$ cat src/sv/pcmp_pkg.sv
// Shared types and constants for the pixel control message parser.
// No dependencies; the interfaces and the top level import this package.
`default_nettype none

package pcmp_pkg;

    localparam int unsigned DefMaxPixels = 512;
    localparam int unsigned DefNumStrips = 8;

    localparam logic [1:0] ERR_NONE    = 2'd0;
    localparam logic [1:0] ERR_COMMAND = 2'd1;
    localparam logic [1:0] ERR_CHANNEL = 2'd2;
    localparam logic [1:0] ERR_LENGTH  = 2'd3;

    // Parse phase: four header bytes, then body bytes.
    typedef enum logic [2:0] {
        PH_CHAN,
        PH_CMD,
        PH_LEN_HI,
        PH_LEN_LO,
        PH_BODY
    } phase_t;

    typedef struct packed {
        logic [7:0] in_byte;
        logic       packet_start;
    } byte_beat_t;

    typedef struct packed {
        logic        write_enable;
        logic [2:0]  strip_index;
        logic [10:0] byte_offset;
        logic [7:0]  pixel_byte;
        logic        header_done;
        logic [1:0]  error_code;
        logic        message_end;
        logic        show_frame;
    } result_beat_t;

endpackage

`default_nettype wire

$ cat src/sv/pcmp_byte_if.sv
// Valid/ready channel for the parser: payload bytes in; results use pcmp_result_if.
// Depends on pcmp_pkg for the beat types.
`default_nettype none

interface pcmp_byte_if import pcmp_pkg::*; ();
    logic       valid;
    logic       ready;
    byte_beat_t data;

    modport source (output valid, output data, input ready);
    modport sink (input valid, input data, output ready);
endinterface

`default_nettype wire

$ cat src/sv/pcmp_result_if.sv
// Valid/ready channel carrying one parse result per input byte.
// Depends on pcmp_pkg for the beat types.
`default_nettype none

interface pcmp_result_if import pcmp_pkg::*; ();
    logic         valid;
    logic         ready;
    result_beat_t data;

    modport source (output valid, output data, input ready);
    modport sink (input valid, input data, output ready);
endinterface

`default_nettype wire

$ cat src/sv/pixel_control_message_parser_top.sv
// Pixel control message parser top level; depends on pcmp_pkg, pcmp_byte_if, pcmp_result_if.
// A result is registered and is valid in the cycle after its byte is taken.
// Throughput: one byte per cycle; the single result register is the only stage,
// and a byte is taken whenever that register is empty or being drained.
// Reset (rst_n low, asynchronous) clears the parse state, the highest channel,
// the pending show request and the result valid.
`default_nettype none

module pixel_control_message_parser_top import pcmp_pkg::*; #(
    parameter int unsigned MAX_PIXELS = DefMaxPixels,
    parameter int unsigned NUM_STRIPS = DefNumStrips
) (
    input  wire            clk,
    input  wire            rst_n,
    pcmp_byte_if.sink      bytes,
    pcmp_result_if.source  results
);

    localparam logic [15:0] MaxLength = 16'(3 * MAX_PIXELS);
    localparam logic [7:0]  MaxChan   = 8'(NUM_STRIPS);

    phase_t       phase_reg, phase_next;
    logic [7:0]   channel_reg, channel_next;
    logic [7:0]   command_reg, command_next;
    logic [15:0]  length_reg, length_next;
    logic [15:0]  body_count_reg, body_count_next;
    logic         discard_reg, discard_next;
    logic         show_pending_reg, show_pending_next;
    logic [7:0]   highest_reg, highest_next;
    logic         res_valid_reg;
    result_beat_t res_reg, res_next;

    logic         accept;
    logic [7:0]   b;
    phase_t       phase_cur;
    logic [15:0]  body_cur;
    logic [7:0]   highest_cur;
    logic [15:0]  len_full;
    logic [1:0]   hdr_err;
    logic [7:0]   chan_fixed;
    logic [15:0]  body_inc;
    logic         body_last;
    logic         hdr_empty;

    assign bytes.ready  = !res_valid_reg || results.ready;
    assign accept       = bytes.valid && bytes.ready;
    assign b            = bytes.data.in_byte;
    assign results.valid = res_valid_reg;
    assign results.data  = res_reg;

    // A start-of-packet restarts the header and clears the highest channel.
    assign phase_cur   = bytes.data.packet_start ? PH_CHAN : phase_reg;
    assign body_cur    = bytes.data.packet_start ? 16'd0 : body_count_reg;
    assign highest_cur = bytes.data.packet_start ? 8'd0 : highest_reg;

    assign len_full  = {length_reg[15:8], b};
    assign hdr_empty = (len_full == 16'd0);
    assign body_inc  = body_cur + 16'd1;
    assign body_last = (body_inc >= length_reg);

    // Header checks in priority order; a bad channel is forced to one.
    always_comb
    begin
        hdr_err    = ERR_NONE;
        chan_fixed = channel_reg;
        priority if (command_reg != 8'd0)
        begin
            hdr_err = ERR_COMMAND;
        end
        else if (channel_reg == 8'd0 || channel_reg > MaxChan)
        begin
            hdr_err    = ERR_CHANNEL;
            chan_fixed = 8'd1;
        end
        else if (len_full > MaxLength)
        begin
            hdr_err = ERR_LENGTH;
        end
        else
        begin
            hdr_err = ERR_NONE;
        end
    end

    // Next phase
    always_comb
    begin
        unique case (phase_cur)
            PH_CHAN:   phase_next = PH_CMD;
            PH_CMD:    phase_next = PH_LEN_HI;
            PH_LEN_HI: phase_next = PH_LEN_LO;
            PH_LEN_LO: phase_next = hdr_empty ? PH_CHAN : PH_BODY;
            PH_BODY:   phase_next = body_last ? PH_CHAN : PH_BODY;
            default:   phase_next = PH_CHAN;
        endcase
    end

    // Datapath state and result
    always_comb
    begin
        channel_next      = channel_reg;
        command_next      = command_reg;
        length_next       = length_reg;
        body_count_next   = body_cur;
        discard_next      = discard_reg;
        show_pending_next = show_pending_reg;
        highest_next      = highest_cur;
        res_next          = '0;
        unique case (phase_cur)
            PH_CHAN:
            begin
                channel_next = b;
            end
            PH_CMD:
            begin
                command_next = b;
            end
            PH_LEN_HI:
            begin
                length_next = {b, 8'd0};
            end
            PH_LEN_LO:
            begin
                length_next          = len_full;
                channel_next         = chan_fixed;
                discard_next         = (hdr_err != ERR_NONE);
                body_count_next      = 16'd0;
                res_next.header_done = 1'b1;
                res_next.error_code  = hdr_err;
                res_next.message_end = hdr_empty;
                // Arm show even for a discarded message.
                if (chan_fixed >= highest_cur)
                begin
                    show_pending_next = 1'b1;
                    highest_next      = chan_fixed;
                end
            end
            PH_BODY:
            begin
                if (!discard_reg)
                begin
                    res_next.write_enable = 1'b1;
                    res_next.strip_index  = 3'(channel_reg - 8'd1);
                    res_next.byte_offset  = body_cur[10:0];
                    res_next.pixel_byte   = b;
                end
                body_count_next = body_inc;
                if (body_last)
                begin
                    res_next.message_end = 1'b1;
                    body_count_next      = 16'd0;
                    if (!discard_reg && show_pending_reg)
                    begin
                        res_next.show_frame = 1'b1;
                        show_pending_next   = 1'b0;
                    end
                end
            end
            default:
            begin
                res_next = '0;
            end
        endcase
    end

    always_ff @(posedge clk or negedge rst_n)
    begin
        if (!rst_n)
        begin
            phase_reg        <= PH_CHAN;
            channel_reg      <= 8'd0;
            command_reg      <= 8'd0;
            length_reg       <= 16'd0;
            body_count_reg   <= 16'd0;
            discard_reg      <= 1'b0;
            show_pending_reg <= 1'b0;
            highest_reg      <= 8'd0;
            res_valid_reg    <= 1'b0;
        end
        else
        begin
            if (accept)
            begin
                phase_reg        <= phase_next;
                channel_reg      <= channel_next;
                command_reg      <= command_next;
                length_reg       <= length_next;
                body_count_reg   <= body_count_next;
                discard_reg      <= discard_next;
                show_pending_reg <= show_pending_next;
                highest_reg      <= highest_next;
                res_valid_reg    <= 1'b1;
            end
            else if (results.ready)
            begin
                res_valid_reg <= 1'b0;
            end
        end
    end

    always_ff @(posedge clk)
    begin
        if (accept)
        begin
            res_reg <= res_next;
        end
    end

    a_err_with_header: assert property (@(posedge clk) disable iff (!rst_n)
        results.valid && results.data.error_code != ERR_NONE |-> results.data.header_done)
        else $error("error code without header completion");

    a_write_not_header: assert property (@(posedge clk) disable iff (!rst_n)
        results.valid && results.data.write_enable |-> !results.data.header_done)
        else $error("strip write on a header byte");

    a_show_at_end: assert property (@(posedge clk) disable iff (!rst_n)
        results.valid && results.data.show_frame |-> results.data.message_end)
        else $error("show request away from message end");

    a_start_restarts: assert property (@(posedge clk) disable iff (!rst_n)
        accept && bytes.data.packet_start |=> phase_reg == PH_CMD && res_valid_reg)
        else $error("start of packet did not restart the header");

endmodule

`default_nettype wire
$ cat src/flat_wrapper.sv
// flat-port wrapper written by rule: the top's interface ports become plain ports
module pixel_control_message_parser_top_flat import pcmp_pkg::*;
#(
    parameter int unsigned MAX_PIXELS = DefMaxPixels,
    parameter int unsigned NUM_STRIPS = DefNumStrips
)
  (clk, rst_n, bytes_valid, bytes_data, bytes_ready, results_valid, results_data, results_ready);
  pcmp_byte_if bytes_i ();
  pcmp_result_if results_i ();
  input  wire clk;
  input  wire rst_n;
  input wire logic [$bits(bytes_i.valid)-1:0] bytes_valid;
  input wire logic [$bits(bytes_i.data)-1:0] bytes_data;
  output wire logic [$bits(bytes_i.ready)-1:0] bytes_ready;
  output wire logic [$bits(results_i.valid)-1:0] results_valid;
  output wire logic [$bits(results_i.data)-1:0] results_data;
  input wire logic [$bits(results_i.ready)-1:0] results_ready;
  assign bytes_i.valid = bytes_valid;
  assign bytes_i.data = bytes_data;
  assign bytes_ready = bytes_i.ready;
  assign results_valid = results_i.valid;
  assign results_data = results_i.data;
  assign results_i.ready = results_ready;
  pixel_control_message_parser_top #(.MAX_PIXELS(MAX_PIXELS), .NUM_STRIPS(NUM_STRIPS)) u_core (.clk(clk), .rst_n(rst_n), .bytes(bytes_i), .results(results_i));
endmodule
$ cat config.mk
export PLATFORM = sky130hd
export DESIGN_NAME = pixel_control_message_parser_top_flat
export DESIGN_NICKNAME = d
export VERILOG_FILES = /design/src/sv/pcmp_pkg.sv /design/src/sv/pcmp_byte_if.sv /design/src/sv/pcmp_result_if.sv /design/src/sv/pixel_control_message_parser_top.sv /design/src/flat_wrapper.sv
export SDC_FILE = /design/constraint.sdc
export NUM_CORES = 1
export LEC_CHECK = 0
export BUFFER_PORTS_ARGS = -buffer_cell sky130_fd_sc_hd__clkbuf_2
export CORE_UTILIZATION = 60
export DETAILED_ROUTE_END_ITERATION = 7
export HOLD_SLACK_MARGIN = 0.1
export PLACE_DENSITY = 0.81
export SETUP_SLACK_MARGIN = 0.2
export SKIP_CTS_REPAIR_TIMING = 1
export SYNTH_ARGS = -nofsm -noshare
export SYNTH_HDL_FRONTEND = slang
export SYNTH_SLANG_ARGS = --single-unit
$ cat constraint.sdc
create_clock -name clk -period 6.65 [get_ports clk]
set_clock_uncertainty 0.1 [all_clocks]
set_input_delay 0.665 -clock clk [delete_from_list [all_inputs] [get_ports clk]]
set_output_delay 0.665 -clock clk [all_outputs]
set_load 0.02 [all_outputs]
==> results.py, run 1 <==
metrics = {
    "critical_path": {
        "path_cells": "clkbuf_2, inv_1, and4_1, and3_1, and3_1, xnor2_1, nor2_1, ha_1, nand4_1, nor3_1, nor4bb_1, nor3_1, nor3_1",
        "path_buf_inv": 2,
        "r2r_start": "u_core.body_count_reg[3]",
        "start_kind": "input pin",
        "critPathCaptureType": "flop",
        "path_common_cell": "nor3_1",
        "crit_path_max_incr_delay_ns": 0.69,
        "crit_type": "in2reg",
        "arrival_ns": 4.59,
        "crit_start": "bytes_data[0]",
        "crit_family": "simple AND/OR/NAND/NOR gates",
        "cp_slowest_cell": "nor4bb_1",
        "required_ns": 6.71,
        "crit_fanout": 20,
    },
    "floorplanning": {
        "top_level_ports": 43,
        "die_x_microns": 89.1,
        "core_area_sq_um": 7290,
        "initial_core_util_pct": 62.4,
        "rows": 31,
        "die_h_microns": 89.1,
        "die-area_sq_um": 7930,
    },
    "synth": {
        "synthCells": 428,
        "synth_area_leader_cell": "dfrtp_1",
        "synthTopCellsByArea": "dfrtp_1 34%, edfxtp_1 18%, ha_1 7.4%",
        "avgSynthCellArea_sq_um": 10.6,
        "yosysWarnings": 0,
        "synthDistinctLibCells": 48,
        "synth_top_area_share_pct": 34.1,
        "synth_seq_cells": 90,
        "synth-edff-count": 28,
        "async_flop_share_pct": 68.9,
        "yosysSeqAreaShare_pct": 52.6,
        "synth_area_sq_um": 4550,
        "synth_nets": 468,
        "ys.flop_type": "dfrtp_1",
    },
    "grt": {
        "antenna_found_initial": 0,
        "grt_util_met2_pct": 43.5,
        "grtUsageMet1_pct": 39.0,
        "grt_pass1_vias": 3388,
        "top_usage_layer": "met2",
        "globalRouteOverflowTotal": 0,
        "grt_max_degree": 63,
        "grt_pass1_wl_microns": 16600,
        "grt_util_met3_pct": 5.45,
        "gr-usage-all-layers_pct": 28.6,
    },
    "placement": {
        "place_area_sq_um": 4850,
        "gp_congestion": 0.864,
        "dp_hpwl_microns": 7090,
        "port_buffers": 42,
    },
    "detailed_routing": {
        "vias_per_cell": 5.91,
        "drt-pass1-iter-count": 5,
        "via_count": 3405,
        "ant_nets": 0,
        "initialDrtViolationCount": 249,
        "drc": 0,
        "drt-total-wl_microns": 10100,
        "post_drt_wl_per_cell_microns": 17.6,
    },
    "cells_and_area": {
        "ff_latch_area_sq_um": 2390,
        "fin_area_sq_um": 5050,
        "nFillCells": 548,
        "drive_gt1_share_pct": 15.5,
        "mostFrequentLayoutCell": "dfrtp_1",
        "largest_register_ffs": 28,
        "area_growth_pct": 11.1,
        "finalNetCount": 512,
        "n_antenna_cell": 0,
        "final_cell_mix": "62 x dfrtp_1, 59 x nand2_1, 42 x clkbuf_2",
        "multi_input_area_sq_um": 1990,
    },
    "sta": {
        "rsz0062_at_grt": "no",
        "hold_viol": 0,
        "finalCriticalPeriod_ns": 4.52,
        "fmax_mhz": 221,
        "tns_ns": 0,
        "worst_slew_pin_slew_ns": 0.851,
        "finalCritPeriodShare_pct": 68.0,
        "slew_viol_final": 0,
        "setup_viol": 0,
        "relSlewSlack_pct": 42.6,
    },
    "flow_run": {
        "cap_violations": 0,
    },
    "clocking": {
        "htree_levels": 3,
        "numCtsBuffers": 9,
        "clk_pin_slew_ns": 0.09,
        "clockBufferDepth": 2,
        "cts_sinks": 90,
        "cts_tree": "yes",
        "clk-insertion-delay-late_ns": 0.37,
        "cts_root_buf": "clkbuf_8",
    },
    "power_and_ir_drop": {
        "power_mw": 1.40,
        "p_leak_nw": 2.39,
        "p_per_area_nw_per_um2": 277,
        "vdd_drop_max_mv": 0.147,
    },
    "outcome": {
        "status": "finished, final reports clean",
    },
    "min_path": {
        "hold_path.class": "in2async",
    },
}
==> kinds of logic (layout without fill, tap and decap cells) <==
logic type	Yosys count	after routing	synth area share, %
fa+ha+maj	27	27	7.43
compound gates	80	80	12.3
buf+inv	44	93	3.80
simple gates	158	158	17.7
flops	90	90	52.6
mux	16	16	3.72
xor+xnor	13	13	2.50
==> worst paths after layout <==
| check | cells past startpoint | endpoint | slack [ns] |
|---|---|---|---|
| max in group asynchronous | 2 | u_core.body_count_reg[15] | 5.57 |
| setup reg to reg | 12 | u_core.results.data[0] | 2.39 |
| min in group clk | 1 | u_core.length_reg[7] | 0.41 |
| setup / recovery | 13 | u_core.results.data[0] | 2.13 |
| hold / removal | 2 | u_core.highest_reg[3] | 0.36 |
| hold reg to reg | 1 | u_core.length_reg[7] | 0.41 |
==> stage by stage <==
stage / instances / hold WS, ns / utilization, % / worst slack (ns)
2_1_floorplan: 428 / 0.269 / - / 2.76
3_3_place_gp: 560 / 0.371 / 66.5 / 2.05
3_5_place_dp: 560 / 0.388 / 66.5 / 1.79
4_1_cts: 576 / 0.390 / 69.2 / 2.11
5_1_grt: 576 / 0.428 / 69.3 / 1.68
6_report: 576 / 0.356 / 69.3 / 2.13
==> synth_stat cells (all sizes together) (5+ instances only) <==
cell type and count:
o21ai 23, and3 7, nor4 6, xnor2 8
mux2i 9, nor2 22, a22o 25, edfxtp 28
dfrtp 62, nor3 9, and2 17, nor2b 11
buf 7, clkbuf 5, a21oi 10, o21a 6
mux2 7, xor2 5, nand2 59, nand2b 7
inv 32, ha 27, nand3 8
==> final cells by class <==
type	count	area share, %
multi-input cells	294	39.4
well taps	99	2.45
inverters	32	2.38
repair buffers	45	4.61
clock buffers	9	2.45
flip-flops and latches	90	47.3
clock inverters	7	1.39
==> routing by layer <==
metal / up-vias / wire (microns)
met3: 36 / 601
met1: 1652 / 4410
met2: 113 / 4770
met5: - / 0
li1: 1604 / -
met4: 0 / 367
==> power by group <==
part,switching [mW],internal [mW]
logic,0.178,0.131
clock network,0.201,0.173
registers,0.0594,0.660
Power figures use the tool's default switching activity.
==> run 2, diff against run 1 <==
- ABC_AREA: default -> 1
- CORE_UTILIZATION: 60 -> 54
- PLACE_DENSITY: 0.81 -> 0.76
- clock period: 6.65 -> 4.1 ns (I/O delays scaled with it)
==> run 2 against run 1 <==
Final cell count grew 43%. Non-clock buffer count stayed put. Via count grew 29%. Flip-flop and latch count did not move. Critical path type unchanged. Synthesized cell count increased by 52%. Critical path depth increased by 7.
==> results.py, run 2 <==
metrics = {
    "detailed_routing": {
        "drt-total-wl_microns": 12000,
        "via_count": 4384,
        "ant_nets": 0,
        "drc": 0,
        "vias_per_cell": 5.33,
        "initialDrtViolationCount": 245,
        "post_drt_wl_per_cell_microns": 14.6,
        "drt-pass1-iter-count": 5,
    },
    "critical_path": {
        "r2r-end": "u_core.results.data[1]",
        "arrival_ns": 3.38,
        "crit_family": "simple AND/OR/NAND/NOR gates",
        "crit_end": "u_core.results.data[1]",
        "required_ns": 4.11,
        "crit_type": "in2reg",
        "path_common_cell": "nand2_1",
        "crit_start": "bytes_data[0]",
        "crit_fanout": 19,
        "crit_path_max_incr_delay_ns": 0.28,
        "cp.depth": 20,
        "critPathCaptureType": "flop",
        "r2r_start": "u_core.body_count_reg[0]",
        "rrSetupSlack_ns": 0.99,
        "start_kind": "input pin",
        "path_cells": "clkbuf_2, inv_4, nand2_1, inv_1, ha_1, nand3_1, nor2_4, nand3_1, xor2_1, ha_1, nand2_1, inv_1, nand2_1, nand2_1, nor2_1, nand3_1, nand2_1, nand2_1, nand2_1, o21ai_0",
        "cp_slowest_cell": "clkbuf_2",
        "path_buf_inv": 4,
        "reg2reg_depth": 18,
    },
    "cells_and_area": {
        "nFillCells": 831,
        "largest_register_ffs": 28,
        "finalNetCount": 729,
        "fin_area_sq_um": 5690,
        "final_cell_mix": "125 x nand2_1, 108 x inv_1, 103 x nor2_1",
        "n_antenna_cell": 0,
        "drive_gt1_share_pct": 12.7,
        "area_growth_pct": 9.49,
        "mostFrequentLayoutCell": "nand2_1",
    },
    "floorplanning": {
        "top_level_ports": 43,
        "rows": 35,
        "core_area_sq_um": 9280,
        "die_x_microns": 100,
        "die_h_microns": 100,
        "die-area_sq_um": 10000,
        "initial_core_util_pct": 56.0,
    },
    "sta": {
        "rsz0062_at_grt": "no",
        "finalCritPeriodShare_pct": 82.2,
        "relSlewSlack_pct": 31.7,
        "timing.final.ws_setup_ns": 0.728,
        "fmax_mhz": 297,
        "slew_viol_final": 0,
        "hold_viol": 0,
        "tns_ns": 0,
        "finalCriticalPeriod_ns": 3.37,
        "worst_slew_pin_slew_ns": 1.02,
        "setup_viol": 0,
        "hold-worst-slack_ns": 0.100,
    },
    "grt": {
        "grt_pass1_wl_microns": 19600,
        "grt_max_degree": 41,
        "gr-usage-all-layers_pct": 25.3,
        "antenna_found_initial": 0,
        "grt_pass1_vias": 4077,
        "globalRouteOverflowTotal": 0,
    },
    "synth": {
        "synth_top_area_share_pct": 29.9,
        "synthTopCellsByArea": "dfrtp_1 30%, edfxtp_1 16%, nand2_1 9.0%",
        "yosysWarnings": 0,
        "synth_common_cells": "125 x nand2_1, 108 x inv_1, 103 x nor2_1",
        "async_flop_share_pct": 68.9,
        "synthDistinctLibCells": 36,
        "synth_area_leader_cell": "dfrtp_1",
        "synth_nets": 692,
        "synthCells": 652,
        "synth-edff-count": 28,
        "yosysMostFrequentCell": "nand2_1",
        "ys.flop_type": "dfrtp_1",
        "synth_seq_cells": 90,
        "yosysSeqAreaShare_pct": 46.1,
        "synth_area_sq_um": 5190,
        "avgSynthCellArea_sq_um": 7.97,
    },
    "clocking": {
        "clk-insertion-delay-late_ns": 0.37,
        "cts_tree": "yes",
        "numCtsBuffers": 9,
        "clockBufferDepth": 2,
        "cts_root_buf": "clkbuf_8",
        "clk_pin_slew_ns": 0.10,
        "htree_levels": 3,
        "cts_sinks": 90,
    },
    "min_path": {
        "hold_path.class": "in2async",
    },
    "placement": {
        "dp_hpwl_microns": 8560,
        "pre_cts_ws_ns": 0.415,
        "gp_congestion": 0.864,
        "port_buffers": 42,
        "place_area_sq_um": 5480,
    },
    "power_and_ir_drop": {
        "vdd_drop_max_mv": 0.287,
        "power_mw": 3.00,
        "p_per_area_nw_per_um2": 527,
        "p_leak_nw": 2.88,
    },
    "outcome": {
        "status": "finished, final reports clean",
    },
    "flow_run": {
        "cap_violations": 0,
    },
}
## run 2: changes by cell type in the layout (fill, tap and decap cells not counted), sizes merged, moves of 9 or more
cell	before	now
o21ai	23	50
mux2i	9	0
nor2b	11	0
a21oi	10	29
nand3	8	25
nand2	59	129
a22o	25	0
nand4	3	23
inv	32	117
nor2	22	106
and2	17	0
## run 2: power by group
part	switching (mW)	internal, mW
registers	0.129	1.14
logic	0.697	0.374
clock network	0.362	0.293
total	1.19	1.81
## run 2: layer usage
metal  track usage (%)  up-vias  routed length (microns)  part of all wire, %
li1                  -     2175                        -                    -
met1              34.4     2055                     5550                   46
met2              41.2      131                     5670                   47
met3              3.13       23                      516                  4.3
met4              10.7        0                      268                  2.2
met5                 0        -                        0                    0
## run 2: cells by family after synthesis
kind of cell | Yosys count | share of synthesized area (%)
AND/OR/NAND/NOR | 293 | 24.4
buffers and inverters | 133 | 10.4
XOR/XNOR | 9 | 1.52
AO/OA/AOI/OAI | 100 | 11.1
flip-flops | 90 | 46.1
adder cells (fa/ha/maj) | 27 | 6.50
## run 2: area by class of cell
| class | instances | area, sq um | area share, % |
|---|---|---|---|
| Sequential cell | 90 | 2390 | 42.1 |
| Inverter | 114 | 430 | 7.57 |
| Clock inverter | 7 | 85.1 | 1.50 |
| Tap cell | 129 | 161 | 2.84 |
| Timing Repair Buffer | 45 | 233 | 4.09 |
| Multi-Input combinational cell | 429 | 2260 | 39.8 |
| Clock buffer | 9 | 124 | 2.18 |
## run 2: per-stage QoR
stage / std cells / util [%]
6_report: 823 / 61.3
5_1_grt: 823 / 61.3
4_1_cts: 823 / 61.3
3_5_place_dp: 807 / 59.0
3_3_place_gp: 807 / 59.0
2_1_floorplan: 652 / -
## run 2: how the worst min path moves through the flow
| stage | start | depth (start not counted) | slack (ns) | to |
|---|---|---|---|---|
| floorplan | rst_n | 0 | 0.01 | u_core.body_count_reg[0] |
| global placement | u_core.highest_reg[0] | 2 | 0.36 | u_core.highest_reg[0] |
| detailed placement | u_core.highest_reg[0] | 2 | 0.37 | u_core.highest_reg[0] |
| CTS | rst_n | 1 | 0.13 | u_core.body_count_reg[13] |
| global route | rst_n | 1 | 0.17 | u_core.command_reg[1] |
| finish | rst_n | 1 | 0.10 | u_core.body_count_reg[13] |
==> run 3, diff against run 2 <==
- ABC_AREA: 1 -> 0
- CORE_UTILIZATION: 54 -> 59
- PLACE_DENSITY: 0.76 -> 0.79
- clock period: 4.1 -> 3.3 ns (I/O delays scaled with it)
==> run 3 against run 2 <==
The run now ends with setup timing left. Worst setup slack worse by 0.80 ns. Count of clock-buffer cells in the layout stayed put. Non-clock buffer count up 29. Sequential share of layout area rose by 2.0 points. Clock power rose by 14%. Global-route usage grew 0.93 points. Die area down 20%. Final area fell by 4.3%. Critical path type is now reg2reg. Critical endpoint is now u_core.body_count_reg[15]. Largest power group unchanged.
==> results.py, run 3 (same netlist as run 1, synthesis figures left out) <==
metrics = {
    "outcome": {
        "status": "finished with violations",
        "violations": "setup timing",
    },
    "cells_and_area": {
        "area_growth_pct": 19.7,
        "instances_no_fill": 605,
        "finalNetCount": 541,
        "n_antenna_cell": 0,
        "mostFrequentLayoutCell": "dfrtp_1",
        "fin_area_sq_um": 5440,
        "drive_gt1_share_pct": 26.3,
        "multi_input_area_sq_um": 2160,
        "final_cell_mix": "59 x dfrtp_1, 53 x nand2_1, 42 x clkbuf_2",
        "largest_register_ffs": 28,
        "nFillCells": 479,
        "ff_latch_area_sq_um": 2400,
    },
    "sta": {
        "slew_viol_final": 0,
        "relSlewSlack_pct": 44.5,
        "finalCritPeriodShare_pct": 102,
        "rsz0062_at_grt": "yes",
        "setup_viol": 4,
        "fmax_mhz": 297,
        "timing.final.ws_setup_ns": -0.0704,
        "hold_viol": 0,
        "tns_ns": -0.147,
        "finalCriticalPeriod_ns": 3.37,
        "worst_slew_pin_slew_ns": 0.829,
    },
    "placement": {
        "port_buffers": 42,
        "gp_congestion": 0.838,
        "pre_cts_ws_ns": -0.0578,
        "dp_hpwl_microns": 7120,
        "place_area_sq_um": 5010,
        "dp_cells": 571,
    },
    "power_and_ir_drop": {
        "vdd_drop_max_mv": 0.270,
        "power_mw": 2.86,
        "p_per_area_nw_per_um2": 526,
        "p_leak_nw": 2.61,
    },
    "detailed_routing": {
        "drc": 0,
        "post_drt_wl_per_cell_microns": 17.9,
        "ant_nets": 0,
        "vias_per_cell": 5.89,
        "drt-total-wl_microns": 10800,
        "drt-pass1-iter-count": 5,
        "via_count": 3566,
        "initialDrtViolationCount": 261,
    },
    "critical_path": {
        "crit_fanout": 5,
        "arrival_ns": 3.58,
        "crit_type": "reg2reg",
        "critPathCaptureType": "flop",
        "start_kind": "flop",
        "required_ns": 3.51,
    },
    "grt": {
        "antenna_found_initial": 0,
        "grt_pass1_vias": 3418,
        "grt_pass1_wl_microns": 16500,
        "grt_max_degree": 63,
        "gr-usage-all-layers_pct": 26.2,
        "globalRouteOverflowTotal": 0,
    },
    "min_path": {
        "hold_path.class": "in2async",
    },
    "clocking": {
        "cts_tree": "yes",
        "clk-insertion-delay-late_ns": 0.38,
        "clockBufferDepth": 2,
        "cts_root_buf": "clkbuf_8",
        "numCtsBuffers": 9,
        "cts_sinks": 90,
        "htree_levels": 3,
        "clk_pin_slew_ns": 0.10,
    },
    "floorplanning": {
        "top_level_ports": 43,
        "die_x_microns": 89.8,
        "die_h_microns": 89.8,
        "die-area_sq_um": 8060,
        "initial_core_util_pct": 61.7,
        "core_area_sq_um": 7370,
        "rows": 31,
    },
    "flow_run": {
        "cap_violations": 0,
    },
}
run 3: cell count changes in the layout (fill, tap and decap cells not counted), sizes merged, moves of 9 or more:
cell   change
nand4     -20
nand2     -70
nor2      -84
and2      +17
a21oi     -19
nor2b     +11
buf       +28
a22o      +25
nand3     -17
mux2i      +9
o21ai     -27
inv       -81
run 3: area by class of cell:
type,instances,share of cell area (%)
Sequential cell,90,44.0
Tap cell,99,2.28
Inverter,32,2.21
Timing Repair Buffer,74,8.32
Clock buffer,9,2.28
Clock inverter,7,1.26
Multi-Input combinational cell,294,39.6
run 3: where the power goes:
part	switching [mW]	leakage (nW)	internal, mW
Sequential	0.121	1.06	1.33
Combinational	0.376	1.45	0.288
Clock	0.452	0.0915	0.293
run 3: path summary, 6_finish.rpt:
check | from | to | slack [ns] | depth (start not counted)
min in group clk | results_ready | u_core.results.valid | 0.16 | 3
max in group asynchronous | rst_n | u_core.body_count_reg[1] | 2.49 | 2
min reg2reg | u_core.command_reg[0] | u_core.command_reg[0] | 0.42 | 2
max reg2reg | u_core.body_count_reg[0] | u_core.body_count_reg[15] | -0.07 | 16
max | u_core.body_count_reg[0] | u_core.body_count_reg[15] | -0.07 | 16
min | rst_n | u_core.body_count_reg[7] | 0.02 | 2
run 3: through the flow:
step                utilization (%)  hold slack [ns]
floorplan                         -          -0.0656
global placement               68.0            0.367
detailed placement             68.0            0.387
CTS                            70.6           0.0499
global route                   73.8            0.117
finish                         73.8           0.0195
run 3: worst max-delay path: stages (launching register included):
cell and delay (ns):
dfrtp_2 0.45, nor2b_4 0.21, ha_4 0.18, nand2_4 0.06, nor3_4 0.23, buf_4 0.16
nand2_2 0.05, xor2_1 0.14, nor2_2 0.16, ha_1 0.26, nand2_2 0.09, nor3_2 0.06
buf_4 0.14, o21a_4 0.12, or4_4 0.54, o21ai_0 0.22, a21o_1 0.15
run 3: per-layer routing:
layer	vias to the layer above	part of all wire [%]	global-route usage (%)	wire (microns)
met5	-	0	0	0
met4	0	2.6	8.74	286
met2	135	49	42.9	5300
met1	1743	42	35.1	4540
li1	1657	-	-	-
met3	31	6.3	5.41	681
